<file path="config.mk">
export PLATFORM = sky130hd
export DESIGN_NAME = worker_dispatch_reorder_buffer_top
export DESIGN_NICKNAME = d
export VERILOG_FILES = /design/src/wdrb_pkg.sv /design/src/wdrb_cmp.sv /design/src/wdrb_mem.sv /design/src/worker_dispatch_reorder_buffer_top.sv
export SDC_FILE = /design/constraint.sdc
export NUM_CORES = 2
export LEC_CHECK = 0
export BUFFER_PORTS_ARGS = -buffer_cell sky130_fd_sc_hd__buf_2
export CORE_UTILIZATION = 63
export DETAILED_ROUTE_END_ITERATION = 8
export PLACE_DENSITY = 0.8
export SLEW_MARGIN = 0
export SYNTH_ARGS = -nofsm -noshare
export SYNTH_HDL_FRONTEND = slang
export SYNTH_HIERARCHICAL = 1
export SYNTH_SLANG_ARGS = --single-unit
</file>
<file path="constraint.sdc">
create_clock -name clk -period 16.86 [get_ports clk]
set_clock_uncertainty 0.05 [all_clocks]
set_input_delay 4.215 -clock clk [delete_from_list [all_inputs] [get_ports clk]]
set_output_delay 4.215 -clock clk [all_outputs]
set_load 0.02 [all_outputs]
</file>
<file path="src/wdrb_pkg.sv">
package wdrb_pkg;

  localparam int TAG_W           = 32;
  localparam int NUM_WORKERS_DEF = 8;
  localparam int WAIT_DEPTH_DEF  = 16;
  localparam int DONE_DEPTH_DEF  = 32;

  localparam logic [3:0] WORKERS_RESET = 4'd8;

  localparam logic OP_ARRIVE   = 1'b0;
  localparam logic OP_COMPLETE = 1'b1;

  typedef enum logic [2:0] {
    KIND_DISPATCH = 3'd0,
    KIND_RELEASE  = 3'd1,
    KIND_PASS     = 3'd2,
    KIND_WAIT_OVF = 3'd3,
    KIND_OUT_OVF  = 3'd4
  } kind_t;

  typedef enum logic [3:0] {
    S_IDLE,
    S_ARRIVE,
    S_RM,
    S_CPL,
    S_POP,
    S_BI,
    S_BW_RD,
    S_BW_CMP,
    S_REL,
    S_REL_FRONT,
    S_REL_BND,
    S_INS_CHK,
    S_INS_RD,
    S_INS_CMP,
    S_INS_PUT,
    S_FLUSH
  } state_t;

  typedef struct packed {
    logic             opcode;
    logic [TAG_W-1:0] job_tag;
    logic             job_valid;
    logic [2:0]       worker_index;
  } in_item_t;

  typedef struct packed {
    logic [2:0]       result_kind;
    logic [2:0]       target_worker;
    logic [TAG_W-1:0] result_tag;
    logic [TAG_W-1:0] previous_tag;
    logic             last_result;
  } out_item_t;

  typedef struct packed {
    logic lt;
    logic eq;
  } cmp_res_t;

endpackage

</file>
<file path="src/wdrb_cmp.sv">
module wdrb_cmp (
  input  logic [wdrb_pkg::TAG_W-1:0] a_i,
  input  logic [wdrb_pkg::TAG_W-1:0] b_i,
  output wdrb_pkg::cmp_res_t         res_o
);
  import wdrb_pkg::*;

  always_comb begin
    res_o.lt = (a_i < b_i);
    res_o.eq = (a_i == b_i);
  end

endmodule

</file>
<file path="src/wdrb_mem.sv">
module wdrb_mem #(
  parameter int DEPTH = wdrb_pkg::WAIT_DEPTH_DEF,
  parameter int WIDTH = wdrb_pkg::TAG_W,
  localparam int AW   = (DEPTH > 1) ? $clog2(DEPTH) : 1
) (
  input  logic             clk,
  input  logic             we,
  input  logic [AW-1:0]    waddr,
  input  logic [WIDTH-1:0] wdata,
  input  logic [AW-1:0]    raddr,
  output logic [WIDTH-1:0] rdata
);
  import wdrb_pkg::*;

  logic [WIDTH-1:0] mem_r [DEPTH];
  logic [WIDTH-1:0] rdata_r;

  always_ff @(posedge clk) begin
    if (we) begin
      mem_r[waddr] <= wdata;
    end
    rdata_r <= mem_r[raddr];
  end

  assign rdata = rdata_r;

endmodule

</file>
<file path="src/worker_dispatch_reorder_buffer_top.sv">
// Arrival: its one result (none when queued) is held in S_ARRIVE and sent out from S_FLUSH;
// the next request is taken only after S_FLUSH has returned to S_IDLE.
// Completion: its steps run one after another on the single shared tag comparator and the
// one read port of each store, and can stall on the output.
// One request is in work at a time; in_ready is high only between requests.
// Reset (synchronous): all workers free, both stores empty, workers_r = 8;
// the stores hold no clearing pass, so the block is ready right after reset.
module worker_dispatch_reorder_buffer_top #(
  parameter int NUM_WORKERS = wdrb_pkg::NUM_WORKERS_DEF,
  parameter int WAIT_DEPTH  = wdrb_pkg::WAIT_DEPTH_DEF,
  parameter int DONE_DEPTH  = wdrb_pkg::DONE_DEPTH_DEF
) (
  input  logic                clk,
  input  logic                rst_n,
  input  logic                in_valid,
  output logic                in_ready,
  input  wdrb_pkg::in_item_t  in_data,
  output logic                out_valid,
  input  logic                out_ready,
  output wdrb_pkg::out_item_t out_data,
  input  logic                cfg_valid,
  output logic                cfg_ready,
  input  logic [3:0]          cfg_data
);
  import wdrb_pkg::*;

  localparam int WIW = (NUM_WORKERS > 1) ? $clog2(NUM_WORKERS) : 1;
  localparam int WPW = $clog2(WAIT_DEPTH);
  localparam int WCW = $clog2(WAIT_DEPTH + 1);
  localparam int DPW = $clog2(DONE_DEPTH);
  localparam int DCW = $clog2(DONE_DEPTH + 1);
  localparam int LW  = (WCW > DCW) ? WCW : DCW;

  state_t             state_r, state_nxt;
  in_item_t           item_r, item_nxt;
  logic [3:0]         workers_r, workers_nxt;
  logic [NUM_WORKERS-1:0] busy_r, busy_nxt;
  logic [NUM_WORKERS-1:0] ifv_r, ifv_nxt;
  logic [TAG_W-1:0]   ift_r [NUM_WORKERS];
  logic [TAG_W-1:0]   ift_nxt [NUM_WORKERS];
  logic [TAG_W-1:0]   last_disp_r, last_disp_nxt;
  logic [WPW-1:0]     whead_r, whead_nxt, wtail_r, wtail_nxt, wp_r, wp_nxt;
  logic [WCW-1:0]     wcount_r, wcount_nxt;
  logic [DPW-1:0]     dhead_r, dhead_nxt, dtail_r, dtail_nxt, wpos_r, wpos_nxt;
  logic [DCW-1:0]     dcount_r, dcount_nxt, rel_r, rel_nxt;
  logic [WIW-1:0]     idx_r, idx_nxt;
  logic [LW-1:0]      left_r, left_nxt;
  logic [TAG_W-1:0]   bound_r, bound_nxt, cand_r, cand_nxt;
  logic               have_r, have_nxt, ins_pend_r, ins_pend_nxt;
  logic               cand_is_tag_r, cand_is_tag_nxt;
  out_item_t          hold_r, hold_nxt, out_r, out_nxt;
  logic               hold_vld_r, hold_vld_nxt, out_valid_r, out_valid_nxt;

  logic [4:0]         act_cnt;
  logic               free_found;
  logic [WIW-1:0]     free_idx;
  logic [4:0]         w_ext;
  logic [WIW-1:0]     w_idx;
  logic               w_in_range, w_act;
  logic               can_emit, emit;
  out_item_t          emit_res;

  logic [TAG_W-1:0]   cmp_a, cmp_b;
  cmp_res_t           cmp;

  logic               w_we, d_we;
  logic [WPW-1:0]     w_ra;
  logic [DPW-1:0]     d_ra, d_wa;
  logic [TAG_W-1:0]   d_wd, rdata_w, rdata_d;

  function automatic out_item_t mk_res(input kind_t k, input logic [2:0] w,
                                       input logic [TAG_W-1:0] tag,
                                       input logic [TAG_W-1:0] prev);
    out_item_t r;
    r.result_kind   = k;
    r.target_worker = w;
    r.result_tag    = tag;
    r.previous_tag  = prev;
    r.last_result   = 1'b0;
    return r;
  endfunction

  function automatic logic [WPW-1:0] w_inc(input logic [WPW-1:0] p);
    return (p == WPW'(WAIT_DEPTH - 1)) ? '0 : WPW'(p + 1'b1);
  endfunction

  function automatic logic [DPW-1:0] d_inc(input logic [DPW-1:0] p);
    return (p == DPW'(DONE_DEPTH - 1)) ? '0 : DPW'(p + 1'b1);
  endfunction

  function automatic logic [DPW-1:0] d_dec(input logic [DPW-1:0] p);
    return (p == '0) ? DPW'(DONE_DEPTH - 1) : DPW'(p - 1'b1);
  endfunction

  wdrb_cmp u_cmp (
    .a_i   (cmp_a),
    .b_i   (cmp_b),
    .res_o (cmp)
  );

  wdrb_mem #(.DEPTH(WAIT_DEPTH), .WIDTH(TAG_W)) u_wait_mem (
    .clk   (clk),
    .we    (w_we),
    .waddr (wtail_r),
    .wdata (item_r.job_tag),
    .raddr (w_ra),
    .rdata (rdata_w)
  );

  wdrb_mem #(.DEPTH(DONE_DEPTH), .WIDTH(TAG_W)) u_done_mem (
    .clk   (clk),
    .we    (d_we),
    .waddr (d_wa),
    .wdata (d_wd),
    .raddr (d_ra),
    .rdata (rdata_d)
  );

  // Clamp the worker count to 1..NUM_WORKERS.
  always_comb begin
    if (workers_r == '0) begin
      act_cnt = 5'd1;
    end else if (5'(workers_r) > 5'(NUM_WORKERS)) begin
      act_cnt = 5'(NUM_WORKERS);
    end else begin
      act_cnt = 5'(workers_r);
    end
  end

  // Lowest-numbered free active worker.
  always_comb begin
    free_found = 1'b0;
    free_idx   = '0;
    for (int k = NUM_WORKERS - 1; k >= 0; k--) begin
      if (!busy_r[k] && (5'(k) < act_cnt)) begin
        free_found = 1'b1;
        free_idx   = WIW'(k);
      end
    end
  end

  assign w_ext      = 5'(item_r.worker_index);
  assign w_in_range = (w_ext < 5'(NUM_WORKERS));
  assign w_act      = (w_ext < act_cnt);
  assign w_idx      = w_ext[WIW-1:0];

  // Operand select for the shared comparator.
  always_comb begin
    cmp_a = item_r.job_tag;
    cmp_b = bound_r;
    case (state_r)
      S_RM: begin
        cmp_a = ift_r[idx_r];
        cmp_b = item_r.job_tag;
      end
      S_BI: begin
        cmp_a = ift_r[idx_r];
        cmp_b = bound_r;
      end
      S_BW_CMP: begin
        cmp_a = rdata_w;
        cmp_b = bound_r;
      end
      S_REL_FRONT: begin
        cmp_a = item_r.job_tag;
        cmp_b = rdata_d;
      end
      S_REL_BND: begin
        cmp_a = cand_r;
        cmp_b = bound_r;
      end
      S_INS_CMP: begin
        cmp_a = item_r.job_tag;
        cmp_b = rdata_d;
      end
      default: begin
        cmp_a = item_r.job_tag;
        cmp_b = bound_r;
      end
    endcase
  end

  assign w_ra = (state_r == S_BW_RD) ? wp_r : whead_r;
  assign d_ra = (state_r == S_INS_RD) ? d_dec(wpos_r) : dhead_r;

  assign can_emit = !hold_vld_r || !out_valid_r || out_ready;

  always_comb begin
    state_nxt       = state_r;
    item_nxt        = item_r;
    workers_nxt     = workers_r;
    busy_nxt        = busy_r;
    ifv_nxt         = ifv_r;
    ift_nxt         = ift_r;
    last_disp_nxt   = last_disp_r;
    whead_nxt       = whead_r;
    wtail_nxt       = wtail_r;
    wcount_nxt      = wcount_r;
    wp_nxt          = wp_r;
    dhead_nxt       = dhead_r;
    dtail_nxt       = dtail_r;
    dcount_nxt      = dcount_r;
    wpos_nxt        = wpos_r;
    rel_nxt         = rel_r;
    idx_nxt         = idx_r;
    left_nxt        = left_r;
    bound_nxt       = bound_r;
    have_nxt        = have_r;
    cand_nxt        = cand_r;
    cand_is_tag_nxt = cand_is_tag_r;
    ins_pend_nxt    = ins_pend_r;
    hold_nxt        = hold_r;
    hold_vld_nxt    = hold_vld_r;
    out_nxt         = out_r;
    out_valid_nxt   = out_valid_r && !out_ready;
    emit            = 1'b0;
    emit_res        = '0;
    w_we            = 1'b0;
    d_we            = 1'b0;
    d_wa            = wpos_r;
    d_wd            = item_r.job_tag;
    in_ready        = 1'b0;

    if (cfg_valid) begin
      workers_nxt = cfg_data;
    end

    case (state_r)
      S_IDLE: begin
        in_ready = 1'b1;
        if (in_valid) begin
          item_nxt  = in_data;
          idx_nxt   = '0;
          state_nxt = (in_data.opcode == OP_ARRIVE) ? S_ARRIVE : S_RM;
        end
      end
      S_ARRIVE: begin
        if (!item_r.job_valid) begin
          emit     = 1'b1;
          emit_res = mk_res(KIND_PASS, 3'd0, item_r.job_tag, '0);
        end else if (free_found) begin
          busy_nxt[free_idx] = 1'b1;
          ifv_nxt[free_idx]  = 1'b1;
          ift_nxt[free_idx]  = item_r.job_tag;
          last_disp_nxt      = item_r.job_tag;
          emit               = 1'b1;
          emit_res = mk_res(KIND_DISPATCH, 3'(free_idx), item_r.job_tag, last_disp_r);
        end else if (wcount_r < WCW'(WAIT_DEPTH)) begin
          w_we       = 1'b1;
          wtail_nxt  = w_inc(wtail_r);
          wcount_nxt = WCW'(wcount_r + 1'b1);
        end else begin
          emit     = 1'b1;
          emit_res = mk_res(KIND_WAIT_OVF, 3'd0, item_r.job_tag, '0);
        end
        state_nxt = S_FLUSH;
      end
      S_RM: begin
        if (ifv_r[idx_r] && cmp.eq) begin
          ifv_nxt[idx_r] = 1'b0;
          state_nxt      = S_CPL;
        end else if (idx_r == WIW'(NUM_WORKERS - 1)) begin
          state_nxt = S_CPL;
        end else begin
          idx_nxt = WIW'(idx_r + 1'b1);
        end
      end
      S_CPL: begin
        idx_nxt   = '0;
        have_nxt  = 1'b0;
        state_nxt = S_BI;
        if (w_in_range) begin
          if (w_act && (wcount_r != '0)) begin
            state_nxt = S_POP;
          end else begin
            busy_nxt[w_idx] = 1'b0;
          end
        end
      end
      S_POP: begin
        busy_nxt[w_idx] = 1'b1;
        ifv_nxt[w_idx]  = 1'b1;
        ift_nxt[w_idx]  = rdata_w;
        last_disp_nxt   = rdata_w;
        emit            = 1'b1;
        emit_res        = mk_res(KIND_DISPATCH, item_r.worker_index, rdata_w, last_disp_r);
        whead_nxt       = w_inc(whead_r);
        wcount_nxt      = WCW'(wcount_r - 1'b1);
        state_nxt       = S_BI;
      end
      S_BI: begin
        if (ifv_r[idx_r] && (!have_r || cmp.lt)) begin
          bound_nxt = ift_r[idx_r];
          have_nxt  = 1'b1;
        end
        if (idx_r == WIW'(NUM_WORKERS - 1)) begin
          if (wcount_r != '0) begin
            wp_nxt    = whead_r;
            left_nxt  = LW'(wcount_r);
            state_nxt = S_BW_RD;
          end else begin
            ins_pend_nxt = 1'b1;
            rel_nxt      = '0;
            state_nxt    = S_REL;
          end
        end else begin
          idx_nxt = WIW'(idx_r + 1'b1);
        end
      end
      S_BW_RD: begin
        state_nxt = S_BW_CMP;
      end
      S_BW_CMP: begin
        if (!have_r || cmp.lt) begin
          bound_nxt = rdata_w;
          have_nxt  = 1'b1;
        end
        wp_nxt   = w_inc(wp_r);
        left_nxt = LW'(left_r - 1'b1);
        if (left_r == LW'(1)) begin
          ins_pend_nxt = 1'b1;
          rel_nxt      = '0;
          state_nxt    = S_REL;
        end else begin
          state_nxt = S_BW_RD;
        end
      end
      S_REL: begin
        if (rel_r == DCW'(DONE_DEPTH)) begin
          state_nxt = S_INS_CHK;
        end else if (dcount_r != '0) begin
          state_nxt = S_REL_FRONT;
        end else if (ins_pend_r) begin
          cand_nxt        = item_r.job_tag;
          cand_is_tag_nxt = 1'b1;
          state_nxt       = S_REL_BND;
        end else begin
          state_nxt = S_INS_CHK;
        end
      end
      S_REL_FRONT: begin
        // A stored tag equal to the completed one goes out first.
        if (ins_pend_r && cmp.lt) begin
          cand_nxt        = item_r.job_tag;
          cand_is_tag_nxt = 1'b1;
        end else begin
          cand_nxt        = rdata_d;
          cand_is_tag_nxt = 1'b0;
        end
        state_nxt = S_REL_BND;
      end
      S_REL_BND: begin
        if (have_r && !cmp.lt) begin
          state_nxt = S_INS_CHK;
        end else if (can_emit) begin
          emit     = 1'b1;
          emit_res = mk_res(KIND_RELEASE, 3'd0, cand_r, '0);
          if (cand_is_tag_r) begin
            ins_pend_nxt = 1'b0;
          end else begin
            dhead_nxt  = d_inc(dhead_r);
            dcount_nxt = DCW'(dcount_r - 1'b1);
          end
          rel_nxt   = DCW'(rel_r + 1'b1);
          state_nxt = S_REL;
        end
      end
      S_INS_CHK: begin
        if (!ins_pend_r) begin
          state_nxt = S_FLUSH;
        end else if (dcount_r == DCW'(DONE_DEPTH)) begin
          // Store full and nothing released: drop the completed tag.
          if (can_emit) begin
            emit      = 1'b1;
            emit_res  = mk_res(KIND_OUT_OVF, 3'd0, item_r.job_tag, '0);
            state_nxt = S_FLUSH;
          end
        end else begin
          wpos_nxt  = dtail_r;
          left_nxt  = LW'(dcount_r);
          state_nxt = (dcount_r != '0) ? S_INS_RD : S_INS_PUT;
        end
      end
      S_INS_RD: begin
        state_nxt = S_INS_CMP;
      end
      S_INS_CMP: begin
        d_we = 1'b1;
        if (cmp.lt) begin
          // Shift the larger entry up one place.
          d_wd     = rdata_d;
          wpos_nxt = d_dec(wpos_r);
          left_nxt = LW'(left_r - 1'b1);
          state_nxt = (left_r == LW'(1)) ? S_INS_PUT : S_INS_RD;
        end else begin
          dtail_nxt  = d_inc(dtail_r);
          dcount_nxt = DCW'(dcount_r + 1'b1);
          state_nxt  = S_FLUSH;
        end
      end
      S_INS_PUT: begin
        d_we       = 1'b1;
        dtail_nxt  = d_inc(dtail_r);
        dcount_nxt = DCW'(dcount_r + 1'b1);
        state_nxt  = S_FLUSH;
      end
      S_FLUSH: begin
        if (!hold_vld_r) begin
          state_nxt = S_IDLE;
        end else if (!out_valid_r || out_ready) begin
          out_nxt             = hold_r;
          out_nxt.last_result = 1'b1;
          out_valid_nxt       = 1'b1;
          hold_vld_nxt        = 1'b0;
          state_nxt           = S_IDLE;
        end
      end
      default: begin
        state_nxt = S_IDLE;
      end
    endcase

    // Hold one result back so the last one of a request can be marked.
    if (emit) begin
      if (hold_vld_r) begin
        out_nxt             = hold_r;
        out_nxt.last_result = 1'b0;
        out_valid_nxt       = 1'b1;
      end
      hold_nxt     = emit_res;
      hold_vld_nxt = 1'b1;
    end
  end

  always_ff @(posedge clk) begin
    if (!rst_n) begin
      state_r     <= S_IDLE;
      workers_r   <= WORKERS_RESET;
      busy_r      <= '0;
      ifv_r       <= '0;
      last_disp_r <= '0;
      whead_r     <= '0;
      wtail_r     <= '0;
      wcount_r    <= '0;
      dhead_r     <= '0;
      dtail_r     <= '0;
      dcount_r    <= '0;
      have_r      <= 1'b0;
      ins_pend_r  <= 1'b0;
      hold_vld_r  <= 1'b0;
      out_valid_r <= 1'b0;
    end else begin
      state_r     <= state_nxt;
      workers_r   <= workers_nxt;
      busy_r      <= busy_nxt;
      ifv_r       <= ifv_nxt;
      last_disp_r <= last_disp_nxt;
      whead_r     <= whead_nxt;
      wtail_r     <= wtail_nxt;
      wcount_r    <= wcount_nxt;
      dhead_r     <= dhead_nxt;
      dtail_r     <= dtail_nxt;
      dcount_r    <= dcount_nxt;
      have_r      <= have_nxt;
      ins_pend_r  <= ins_pend_nxt;
      hold_vld_r  <= hold_vld_nxt;
      out_valid_r <= out_valid_nxt;
    end
  end

  always_ff @(posedge clk) begin
    item_r        <= item_nxt;
    ift_r         <= ift_nxt;
    wp_r          <= wp_nxt;
    wpos_r        <= wpos_nxt;
    rel_r         <= rel_nxt;
    idx_r         <= idx_nxt;
    left_r        <= left_nxt;
    bound_r       <= bound_nxt;
    cand_r        <= cand_nxt;
    cand_is_tag_r <= cand_is_tag_nxt;
    hold_r        <= hold_nxt;
    out_r         <= out_nxt;
  end

  assign out_valid = out_valid_r;
  assign out_data  = out_r;
  assign cfg_ready = 1'b1;

  a_idle_hold_empty: assert property (@(posedge clk) disable iff (!rst_n)
    in_ready |-> !hold_vld_r)
    else $error("held result left over when taking a new request");

  a_wait_bound: assert property (@(posedge clk) disable iff (!rst_n)
    wcount_r <= WCW'(WAIT_DEPTH))
    else $error("waiting count beyond depth");

  a_done_bound: assert property (@(posedge clk) disable iff (!rst_n)
    dcount_r <= DCW'(DONE_DEPTH))
    else $error("done store count beyond depth");

  a_pass_through: assert property (@(posedge clk) disable iff (!rst_n)
    (in_valid && in_ready && (in_data.opcode == OP_ARRIVE) && !in_data.job_valid)
    |-> ##2 (hold_vld_r && (hold_r.result_kind == KIND_PASS)))
    else $error("invalid job not passed through");

endmodule

</file>
==> results.md <==
* Ys flop type: edfxtp_1
* DRT Pass-1 Iters at 8
* Critical path type: reg -> reg
* FP Rows at 138
* DRT Wirelength at about 250 mm
* Placed Area at 0.0934 mm^2
* Clk pin slew, worst setup/hold paths at 0.06 ns
* Least-Margin Pin Slew at 1.20 ns
* Via count at between 50000 and 60000
* Io pins at 120
* Data required, critical path at 17.29 ns
* Global route hottest layer: met2
* IO Port Bufs at 118
* Max-Cap Viols at 0
* Post_cts resized at 0
* Fin nets at around 6000
* Setup-failing EPs final at 0
* Grt met2 use at 54.2%
* Synthesis-to-layout area growth at 10.8%
* TritonCTS clock tree: built
* Slew Limit Fails at 0
* RSZ-0062 raised after global routing: no
* Met3 GRT Util at 7.55%
* Top cell type by total area after synthesis: edfxtp_1
* CP Launch Point: idx_r[0]
* Post-CTS setup buffer count at 0
* Die area at 0.145 mm^2
* R2R setup slack at 9.01 ns
* Die width at 381 um
* Placer Congestion at just over 0.9
* Sink Count at 2211
* Die H at 381 um
* Root Driver: clkbuf_16
* Number of synthesized flops with an enable pin at 2058
* Mapped Nets at 5895
* Min cycle time layout at 7.85 ns
* Critical path capture point type: flip-flop
* CP Data Arrival Time at approximately 8.3 ns
* CP Capture Point: hold_r[6]
* Maximum clock frequency at 0.127 GHz
* Leakage at 31.8 nW
* Period Utilization, post-route at 46.5%
* Mean area per synthesized cell at 15.6 um^2
* Initial antenna violation count at 9
* Share of cells above drive strength 1 at 15.4%
* Hold Slack at ~0.45 ns
* Total power at 14.3 mW
* Worst setup margin at 9.01 ns
* Status: complete, no violations
* Post-synthesis sequential area ratio at a little under three quarters
* Ranking of synthesized cells by area: edfxtp_1, mux2i_1, mux4_2
* Grt met1 use at 43.4%
* DP HPWL at 134 mm
* Synth top area share at around 70%
* ANT nets after route at 0
* Initial Util at 63.7%
* Cts hold-fix bufs at 0
* GRT overflow at 0
* Crit Reg-Reg Startpoint: idx_r[0]
* Critical path fanouts, max at 70
* Setup tns final at 0 ns
* Slew margin rel. at 19.6%
* GRT Util Overall at 33.8%
* Clk_lat worst skew at 0.88 ns
* DRC violations left at 0
* DP Worst Slack at 9.27 ns
* Core footprint at 0.142 mm^2
* Iteration-0 DRC Markers at 8365
* Cell with the most instances after synthesis: edfxtp_1
* Synth Cell Area at around 0.090 mm^2
* Cells after Synth at 5793
* Worst VDD drop at 160 uV
* Mean routed wirelength per cell at about 30 um
* Max clock buf depth at 3
* Library cells used by synthesis at a little over 90
* Via/cell ratio at between 6 and 7
* Element type at the critical path start: flip-flop
* Reg2Reg Depth at 20
* Power per cell area at 143 mW/mm^2
* Reg2reg end: hold_r[6]
* Hold Violations, Final at 0
* Post-synth top cells: edfxtp_1, mux2i_1, nand2_1
* First-pass GRT wire length at approximately 360 mm
* Worst hold path class: reg -> reg
* Vias in the first global route at 54076
* Post-synth ARST share at 0%
* Synth Register Bits at around 2200
* Largest net degree at the start of global routing at 127
* H-tree depth at 4
* Synth Warn # at 6
* Hold depth at 2
* CTS Buf Count at between 200 and 250
* Post-route cell area at 0.100 mm^2
-- power by group --
part | total (mW) | switching [mW] | internal, mW
registers | 6.85 | 0.257 | 6.59
clock network | 4.64 | 2.06 | 2.57
logic | 2.82 | 1.93 | 0.886
total | 14.3 | 4.25 | 10.1
-- worst max-delay path, stage by stage (launching register included) --
cell       delay, ns
edfxtp_1        0.68
buf_4           0.48
buf_4           0.60
mux4_2          0.58
mux2i_1         0.34
nor2_1          0.08
a221oi_1        0.24
a21oi_1         0.13
ha_1            0.34
nand4_1         0.15
nor4_1          0.09
a21boi_1        0.14
or4b_1          0.54
a2111oi_2       0.90
nor2b_1         0.23
nor2_2          0.18
buf_4           0.39
nand2_1         0.19
nor3b_1         0.24
inv_2           0.09
buf_4           0.67
-- cell families after synthesis --
family,Yosys count,share of synthesized area [%]
buffers and inverters,419,2.23
and+or+nand+nor,1234,6.19
other,1,0.00415
muxes,797,11.1
DFF,2211,71.7
adders and majority gates,56,0.792
AOI/OAI and AO/OA,1050,7.70
xor gates and xnor gates,25,0.242
-- final cells by class --
type                    count  area, um^2
well taps                1890        2360
clock inverters           104        1050
flip-flops and latches   2211       64900
multi-input cells        3163       24100
diodes                      2        5.00
clock buffers             287        5750
inverters                  63         236
fillers                  8679       41700
repair buffers            287        1870
-- metrics by stage --
step                std cells  util [%]
floorplan                5793         -
global placement         7614      65.8
detailed placement       7614      65.8
CTS                      8005      70.6
global route             8005      70.6
finish                   8007      70.6
-- registers in the layout, indices dropped and copies added (netlist names), 33 cells and up, named ones only --
| name | count |
|---|---|
| u_wait_mem/mem_r | 512 |
| ift_r | 256 |
| item_r | 33 |
| u_done_mem/mem_r | 1024 |
| hold_r | 70 |
-- how the worst min path moves through the flow --
stage / slack, ns / from / to
5_1_grt: 0.46 / ifv_r[1] / ifv_r[1]
6_report: 0.45 / ifv_r[1] / ifv_r[1]
3_5_place_dp: 0.43 / ifv_r[1] / ifv_r[1]
3_3_place_gp: 0.41 / ifv_r[1] / ifv_r[1]
2_1_floorplan: 0.40 / ifv_r[0] / ifv_r[0]
4_1_cts: 0.44 / ifv_r[1] / ifv_r[1]
-- cell usage in the layout (no fill, tap or decap), drive strengths merged, types with 7 or more instances in the layout --
cell / count
and2: 113
a221oi: 24
a222oi: 26
ha: 54
nand3: 184
a22o: 72
a21oi: 219
o211ai: 17
or3: 7
nor4: 7
o22ai: 140
clkinvlp: 11
nor2b: 16
nor2: 251
a21o: 8
mux4: 156
mux2: 83
a311oi: 38
xor2: 12
nor3: 57
nand2b: 13
edfxtp: 2058
clkbuf: 287
clkinv: 74
a211oi: 12
dfxtp: 153
a31oi: 42
mux2i: 558
nand4: 9
xnor2: 13
nand3b: 13
a22oi: 205
buf: 287
nand2: 531
o21ai: 198
bufinv: 11
inv: 71
-- metal layers --
metal	share of wire [%]	vias up
li1	-	22958
met1	34	27300
met2	47	4213
met3	13	902
met4	6.2	4
met5	0.013	-
No activity file was read; power rests on OpenSTA's default activity.
